### src/rtl/prt_pkg.sv
// Shared types and constants for the packet reassembly tracker.
package prt_pkg;

  localparam int unsigned DefTableEntries = 16;
  localparam int unsigned DefMaxPackets   = 32;

  // Width used to compare packet indexes and totals without overflow
  localparam int unsigned CmpW = 7;

  typedef enum logic [1:0] {
    ST_OK    = 2'd0,
    ST_DUP   = 2'd1,
    ST_FULL  = 2'd2,
    ST_RANGE = 2'd3
  } status_e;

  // Request travelling down the row of entry cells
  typedef struct packed {
    logic        valid;
    logic [63:0] key;
    logic [4:0]  idx;
    logic [5:0]  tot;
    logic        hit;
    logic        complete;
    status_e     status;
    logic        free_found;
  } link_t;

  // Allocation write broadcast to all cells
  typedef struct packed {
    logic        we;
    logic [63:0] key;
    logic [4:0]  idx;
    logic [5:0]  tot;
  } alloc_t;

endpackage

### src/rtl/prt_cell.sv
// One table entry of the reassembly tracker, with its stage of the request chain.
module prt_cell #(
  parameter int unsigned MAX_PACKETS = prt_pkg::DefMaxPackets,
  parameter int unsigned IDX_W       = 4,
  parameter int unsigned CELL_ID     = 0
) (
  input  logic                clk_i,
  input  logic                rst_ni,
  input  prt_pkg::link_t      link_i,
  input  logic [IDX_W-1:0]    free_idx_i,
  output prt_pkg::link_t      link_o,
  output logic [IDX_W-1:0]    free_idx_o,
  input  prt_pkg::alloc_t     wr_i,
  input  logic [IDX_W-1:0]    wr_idx_i
);

  localparam int unsigned CntW = $clog2(MAX_PACKETS + 1);

  logic                   valid_q, valid_d;
  logic [63:0]            key_q, key_d;
  logic [MAX_PACKETS-1:0] map_q, map_d;
  logic [CntW-1:0]        count_q, count_d;
  logic [CntW-1:0]        total_q, total_d;

  prt_pkg::link_t         link_q, link_d;
  logic                   link_vld_q;
  logic [IDX_W-1:0]       free_idx_q, free_idx_d;

  logic [MAX_PACKETS-1:0] req_bit;
  logic [MAX_PACKETS-1:0] wr_bit;
  logic                   match;

  assign req_bit = MAX_PACKETS'(1) << link_i.idx;
  assign wr_bit  = MAX_PACKETS'(1) << wr_i.idx;
  assign match   = link_i.valid && valid_q && !link_i.hit && (key_q == link_i.key);

  // Check and update the entry, note the first free entry, pass the request on
  always_comb begin
    valid_d    = valid_q;
    key_d      = key_q;
    map_d      = map_q;
    count_d    = count_q;
    total_d    = total_q;
    link_d     = link_i;
    free_idx_d = free_idx_i;

    if (match) begin
      link_d.hit = 1'b1;
      if (prt_pkg::CmpW'(link_i.idx) >= prt_pkg::CmpW'(total_q)) begin
        link_d.status = prt_pkg::ST_RANGE;
      end else if ((map_q & req_bit) != '0) begin
        link_d.status = prt_pkg::ST_DUP;
      end else begin
        map_d   = map_q | req_bit;
        count_d = count_q + CntW'(1);
        if (count_d == total_q) begin
          valid_d         = 1'b0;
          link_d.complete = 1'b1;
        end
      end
    end

    if (link_i.valid && !link_i.free_found && !valid_q) begin
      link_d.free_found = 1'b1;
      free_idx_d        = IDX_W'(CELL_ID);
    end

    // Allocate a new message here; a single-packet message leaves it free
    if (wr_i.we && (wr_idx_i == IDX_W'(CELL_ID))) begin
      valid_d = (wr_i.tot != 6'd1);
      key_d   = wr_i.key;
      map_d   = wr_bit;
      count_d = CntW'(1);
      total_d = CntW'(wr_i.tot);
    end
  end

  always_ff @(posedge clk_i or negedge rst_ni) begin
    if (!rst_ni) begin
      valid_q    <= 1'b0;
      link_vld_q <= 1'b0;
    end else begin
      valid_q    <= valid_d;
      link_vld_q <= link_d.valid;
    end
  end

  always_ff @(posedge clk_i) begin
    key_q      <= key_d;
    map_q      <= map_d;
    count_q    <= count_d;
    total_q    <= total_d;
    link_q     <= link_d;
    free_idx_q <= free_idx_d;
  end

  always_comb begin
    link_o       = link_q;
    link_o.valid = link_vld_q;
  end

  assign free_idx_o = free_idx_q;

endmodule

### src/rtl/packet_reassembly_tracker.sv
// Top level of the packet reassembly tracker: entry cell row, allocation and result register.
//
// Each accepted packet walks a row of TABLE_ENTRIES entry cells, one cell per cycle; every
// cell compares the message key, updates its received map on a hit and records the first
// free entry it sees. After the last cell the tail logic allocates a free entry on a miss
// and loads the result register. One packet is in flight at a time: the next is accepted
// in the cycle after the result is taken. Status 0 accepted, 1 duplicate, 2 table full,
// 3 index or total out of range; the echoed ids are zero unless the message completed.
module packet_reassembly_tracker #(
  parameter int unsigned TABLE_ENTRIES = prt_pkg::DefTableEntries,
  parameter int unsigned MAX_PACKETS   = prt_pkg::DefMaxPackets
) (
  input  logic        clk_i,
  input  logic        rst_ni,
  input  logic        in_valid_i,
  output logic        in_stall_o,
  input  logic [7:0]  app_id_i,
  input  logic [23:0] source_id_i,
  input  logic [31:0] msg_id_i,
  input  logic [4:0]  packet_index_i,
  input  logic [5:0]  packet_total_i,
  output logic        out_valid_o,
  input  logic        out_stall_i,
  output logic        complete_o,
  output logic [1:0]  status_o,
  output logic [7:0]  done_app_id_o,
  output logic [23:0] done_source_id_o,
  output logic [31:0] done_msg_id_o
);

  localparam int unsigned IdxW = (TABLE_ENTRIES > 1) ? $clog2(TABLE_ENTRIES) : 1;

  prt_pkg::link_t   links [TABLE_ENTRIES+1];
  logic [IdxW-1:0]  free_idx [TABLE_ENTRIES+1];
  prt_pkg::link_t   head;
  prt_pkg::alloc_t  alloc;
  prt_pkg::link_t   tail;

  logic             busy_q;
  logic             out_valid_q;
  logic             complete_q, complete_d;
  prt_pkg::status_e status_q, status_d;
  logic [63:0]      key_q;
  logic             range_bad;
  logic             in_acc, out_acc;

  assign in_acc     = in_valid_i && !busy_q;
  assign out_acc    = out_valid_q && !out_stall_i;
  assign in_stall_o = busy_q;

  // Launch the request into the head of the row
  always_comb begin
    head            = '0;
    head.valid      = in_acc;
    head.key        = {app_id_i, source_id_i, msg_id_i};
    head.idx        = packet_index_i;
    head.tot        = packet_total_i;
    head.status     = prt_pkg::ST_OK;
  end
  assign links[0]    = head;
  assign free_idx[0] = '0;

  for (genvar g = 0; g < TABLE_ENTRIES; g++) begin : g_cell
    prt_cell #(
      .MAX_PACKETS (MAX_PACKETS),
      .IDX_W       (IdxW),
      .CELL_ID     (g)
    ) u_cell (
      .clk_i      (clk_i),
      .rst_ni     (rst_ni),
      .link_i     (links[g]),
      .free_idx_i (free_idx[g]),
      .link_o     (links[g+1]),
      .free_idx_o (free_idx[g+1]),
      .wr_i       (alloc),
      .wr_idx_i   (free_idx[TABLE_ENTRIES])
    );
  end

  assign tail = links[TABLE_ENTRIES];

  assign range_bad = (tail.tot == 6'd0)
                  || (prt_pkg::CmpW'(tail.tot) > prt_pkg::CmpW'(MAX_PACKETS))
                  || (prt_pkg::CmpW'(tail.idx) >= prt_pkg::CmpW'(tail.tot));

  // Resolve the request at the tail: hit result, or allocate on a miss
  always_comb begin
    alloc      = '0;
    alloc.key  = tail.key;
    alloc.idx  = tail.idx;
    alloc.tot  = tail.tot;
    status_d   = prt_pkg::ST_OK;
    complete_d = 1'b0;
    if (tail.hit) begin
      status_d   = tail.status;
      complete_d = tail.complete;
    end else if (range_bad) begin
      status_d = prt_pkg::ST_RANGE;
    end else if (!tail.free_found) begin
      status_d = prt_pkg::ST_FULL;
    end else begin
      alloc.we   = tail.valid;
      complete_d = (tail.tot == 6'd1);
    end
  end

  // Hold one request in flight and the result until taken
  always_ff @(posedge clk_i or negedge rst_ni) begin
    if (!rst_ni) begin
      busy_q      <= 1'b0;
      out_valid_q <= 1'b0;
    end else begin
      if (in_acc) begin
        busy_q <= 1'b1;
      end else if (out_acc) begin
        busy_q <= 1'b0;
      end
      if (tail.valid) begin
        out_valid_q <= 1'b1;
      end else if (out_acc) begin
        out_valid_q <= 1'b0;
      end
    end
  end

  always_ff @(posedge clk_i) begin
    if (tail.valid) begin
      complete_q <= complete_d;
      status_q   <= status_d;
      key_q      <= complete_d ? tail.key : 64'd0;
    end
  end

  assign out_valid_o      = out_valid_q;
  assign complete_o       = complete_q;
  assign status_o         = status_q;
  assign done_app_id_o    = key_q[63:56];
  assign done_source_id_o = key_q[55:32];
  assign done_msg_id_o    = key_q[31:0];

`ifndef SYNTH
  a_out_needs_busy : assert property (@(posedge clk_i) disable iff (!rst_ni)
    out_valid_q |-> busy_q)
    else $error("result pending without a request in flight");

  a_tail_needs_busy : assert property (@(posedge clk_i) disable iff (!rst_ni)
    tail.valid |-> (busy_q && !out_valid_q))
    else $error("request left the row while idle or with a result pending");

  a_complete_ok : assert property (@(posedge clk_i) disable iff (!rst_ni)
    (out_valid_q && complete_q) |-> (status_q == prt_pkg::ST_OK))
    else $error("completion reported with an error status");

  a_echo_zero : assert property (@(posedge clk_i) disable iff (!rst_ni)
    (out_valid_q && !complete_q) |-> (key_q == 64'd0))
    else $error("echoed ids nonzero without completion");
`endif

endmodule

### config.mk
export PLATFORM = sky130hd
export DESIGN_NAME = packet_reassembly_tracker
export DESIGN_NICKNAME = d
export VERILOG_FILES = /design/src/rtl/prt_pkg.sv /design/src/rtl/prt_cell.sv /design/src/rtl/packet_reassembly_tracker.sv
export SDC_FILE = /design/constraint.sdc
export NUM_CORES = 2
export LEC_CHECK = 0
export ABC_AREA = 1
export BUFFER_PORTS_ARGS = -buffer_cell sky130_fd_sc_hd__buf_2
export CAP_MARGIN = 5
export CELL_PAD_IN_SITES_DETAIL_PLACEMENT = 0
export CELL_PAD_IN_SITES_GLOBAL_PLACEMENT = 1
export CORE_MARGIN = 2
export CORE_UTILIZATION = 45
export CTS_CLUSTER_DIAMETER = 120
export DETAILED_ROUTE_END_ITERATION = 10
export GPL_ROUTABILITY_DRIVEN = 0
export PLACE_DENSITY = 0.77
export SETUP_SLACK_MARGIN = 0.02
export SLEW_MARGIN = 10
export SYNTH_ARGS = -nofsm -noshare
export SYNTH_HDL_FRONTEND = slang
export SYNTH_SLANG_ARGS = --single-unit
### constraint.sdc
create_clock -name clk_i -period 4 [get_ports clk_i]
set_clock_uncertainty 0.05 [all_clocks]
set_input_delay 0.2 -clock clk_i [delete_from_list [all_inputs] [get_ports clk_i]]
set_output_delay 0.2 -clock clk_i [all_outputs]
set_load 0.05 [all_outputs]
==> impl_metrics.env <==
export IMPL_wl_um=430000
export IMPL_critPathSlowestCell="clkinv_2"
export IMPL_postCtsResizedCells=0
export IMPL_vdd_drop_max_uv=406
export IMPL_cts_tree="built"
export IMPL_pwr_share_clk_pct=43.7
export IMPL_maxCapViolCount=0
export IMPL_final_core_util_pct=52.2
export IMPL_drc=0
export IMPL_fin_cells=18600
export IMPL_path_max_fanout=25
export IMPL_ys_flop_type="edfxtp_1"
export IMPL_design_core_area_sq_um=288000
export IMPL_cts_made_buffers=332
export IMPL_clock_sinks=3158
export IMPL_grt_max_degree=67
export IMPL_floorplan_initialDensity_pct=45.2
export IMPL_synth_avg_cell_area_sq_um=9.37
export IMPL_worst_pin_slew_ns=1.22
export IMPL_p_int_w=0.0573
export IMPL_area_growth_pct=15.4
export IMPL_synth_seq_cells=3158
export IMPL_synthCells=13900
export IMPL_combPwrFrac_pct=7.8
export IMPL_maxSlewHeadroom_pct=18.5
export IMPL_finalInstanceArea_sq_um=150000
export IMPL_syn_area_sq_um=130000
export IMPL_multiInputGateArea_sq_um=41500
export IMPL_hold_path_class="input port to flop"
export IMPL_start_kind="flop"
export IMPL_register_area_sq_um=80400
export IMPL_chipWidth_um=542
export IMPL_swShare_pct=24.6
export IMPL_vias_per_cell=5.17
export IMPL_drtAntennaViolNets=0
export IMPL_seq_power_share_pct=48.6
export IMPL_wl_per_cell_um=23.1
export IMPL_clk_path_buf_depth=4
export IMPL_syn_num_nets=14100
export IMPL_port_buffers=147
export IMPL_grt_use_total_pct=28.7
export IMPL_cellPowerDensity_nw_per_um2=505
export IMPL_slew_viol_final=0
export IMPL_period_share_pct=89.7
export IMPL_num_rows=197
export IMPL_grt_pass1_wl_um=613000
export IMPL_crit_path_end_kind="flop"
export IMPL_crit_arrival_ns=4.13
export IMPL_clock_latency_ns=0.94
export IMPL_vias=96200
export IMPL_grt_pass1_vias=90800
export IMPL_fin_tns_setup_ns=0
export IMPL_die_h_um=542
export IMPL_synthDistinctLibCells=55
export IMPL_antenna_found_initial=41
export IMPL_synth_edf_count=1699
export IMPL_place_area_sq_um=137000
export IMPL_yosys_warnings=0
export IMPL_fmax_ghz=0.279
export IMPL_cts_root_buf="clkbuf_16"
export IMPL_first_iter_violations=10300
export IMPL_synthArstFlopShare_pct=1.08
export IMPL_power_w=0.0760
export IMPL_cp_data_required_time_ns=4.54
export IMPL_grt_ovfl_total=0
export IMPL_leakage_nw=65.3
export IMPL_finalCriticalPeriod_ns=3.59
export IMPL_cts_htree_levels=5
export IMPL_dpl_cell_count=17800
export IMPL_path_class="flop to flop"
export IMPL_critPathMostFrequentCell="buf_4"
export IMPL_nNetsFinal=14700
export IMPL_synth_seq_area_share_pct=61.7
export IMPL_hold_violations=0
export IMPL_slowest_delay_ns=0.41
export IMPL_num_fill_cells=26100
export IMPL_crit_chain="inv_1, ha_1, o21a_1, o21bai_2, nand4_2, buf_4, nor3_4, nand2_1, clkinv_2, buf_4, a21oi_1"
export IMPL_drive_above_1_share_pct=8.67
export IMPL_ios=148
export IMPL_clkTransAtPathRegs_ns=0.06
export IMPL_rsz0062_at_grt="no"
export IMPL_status="completed"
export IMPL_die_area_sq_um=294000
export IMPL_p_sw_w=0.0187
export IMPL_dpl_hpwl_um=321000
export IMPL_finalSetupViolCount=0
export IMPL_drtPass1Iterations=7
==> layout make-up <==
type,instances,share of cell area [%]
diodes,12,0.0200
flip-flops and latches,3158,53.5
well taps,3781,3.15
clock buffers,463,6.45
inverters,1890,4.73
clock inverters,156,1.44
repair buffers,583,3.11
multi-input cells,8573,27.6
==> cell usage after synthesis, drive strengths merged, types with 214 or more instances <==
cell type     n  area [sq um]
nand2      3136         11800
nor2       2218          8470
inv        1875          7040
edfxtp     1699         51000
dfxtp      1425         28500
nand3       657          3330
nand4       509          3190
xnor2       384          3360
o21ai       276          1380
xor2        260          2280
a31oi       252          1580
nor3        214          1260
==> final timing paths <==
path	endpoint	from	cells past startpoint	slack [ns]
max	g_cell[13].u_cell.map_q[12]$_DFFE_PP_	g_cell[15].u_cell.link_o[11]$_DFF_P_	11	0.41
min	g_cell[0].u_cell.link_o[14]$_DFF_P_	packet_index_i[3]	2	0.17
max reg2reg	g_cell[13].u_cell.map_q[12]$_DFFE_PP_	g_cell[15].u_cell.link_o[11]$_DFF_P_	11	0.41
min reg2reg	g_cell[14].u_cell.link_o[6]$_DFF_P_	g_cell[13].u_cell.link_o[6]$_DFF_P_	0	0.26
max in group asynchronous	g_cell[15].u_cell.link_vld_q$_DFF_PN0_	rst_ni	4	2.88
min in group asynchronous	g_cell[12].u_cell.valid_q$_DFFE_PN0P_	rst_ni	4	0.46
==> per-stage QoR <==
step | hold WS (ns) | setup WS [ns]
finish | 0.168 | 0.410
global route | 0.152 | 0.236
CTS | 0.0906 | 0.432
detailed placement | 0.254 | 0.499
global placement | 0.252 | 0.557
floorplan | -0.146 | 0.0592
==> timing repair <==
item | 4_1_cts | 5_1_grt
endpoints found under the hold margin | 141 | 0
setup buffers | 0 | 0
hold buffers | 154 | 0
==> registers in the layout, indices dropped and copies added (netlist names), 49 cells and up <==
signal                    cells
g_cell.u_cell.map_q         512
g_cell.u_cell.free_idx_o     49
g_cell.u_cell.total_q        96
g_cell.u_cell.link_o       1280
g_cell.u_cell.count_q        96
g_cell.u_cell.key_q        1024
key_q                        64
==> power by group through the flow <==
| stage | registers [W] | clock network, W | logic (W) |
|---|---|---|---|
| after floorplan | 0.0374 | 0 | 0.00323 |
| after global placement | 0.0375 | 0 | 0.00570 |
| after detailed placement | 0.0376 | 0 | 0.00570 |
| after CTS | 0.0369 | 0.0335 | 0.00585 |
| after global routing | 0.0370 | 0.0348 | 0.00645 |
| final | 0.0369 | 0.0332 | 0.00591 |
==> cell usage in the layout, fill, tap and decap left out, types with 44 or more instances in the layout <==
cell type,netlist,final
nor3_1,188,188
xor2_1,260,260
a21oi_1,212,212
or2_2,140,140
clkbuf_8,0,45
o21ai_0,248,247
clkbuf_16,0,353
nand3b_1,49,49
xnor2_1,384,384
ha_1,101,101
edfxtp_1,1699,1699
nand2_1,3122,3119
dlygate4sd3_1,0,154
nand3_1,649,647
dfxtp_1,1425,1417
buf_2,123,147
buf_4,18,259
nand4_1,508,508
clkinv_2,0,53
nor2_1,2181,2168
bufinv_16,0,44
clkbuf_1,123,65
a31oi_1,252,252
inv_1,1843,1838
==> routing by layer <==
layer,vias to the layer above,part of all wire (%),global-route usage (%)
met4,6,6.6,16.3
met2,4001,46,47.1
met1,44700,40,36.4
li1,46400,-,-
met3,1049,7.3,4.09
met5,-,0.010,0
==> cells by family (layout without fill, tap and decap cells) <==
logic type | after synthesis | in the layout | synth area share [%]
xor gates and xnor gates | 645 | 645 | 4.35
other | 0 | 12 | 0
DFF | 3158 | 3158 | 61.7
adders and majority gates | 101 | 101 | 0.970
AOI/OAI and AO/OA | 831 | 831 | 3.64
buffers and inverters | 2170 | 3092 | 6.46
and+or+nand+nor | 6996 | 6996 | 22.9
==> worst max-delay path: cells and delay by family, from the launching register on <==
kind | cells | cell delay, ns
flops | 1 | 0.39
buf+inv | 4 | 1.18
fa+ha+maj | 1 | 0.29
compound gates | 3 | 0.48
simple gates | 3 | 0.84
Note: power is estimated with default switching activity, not from simulation.
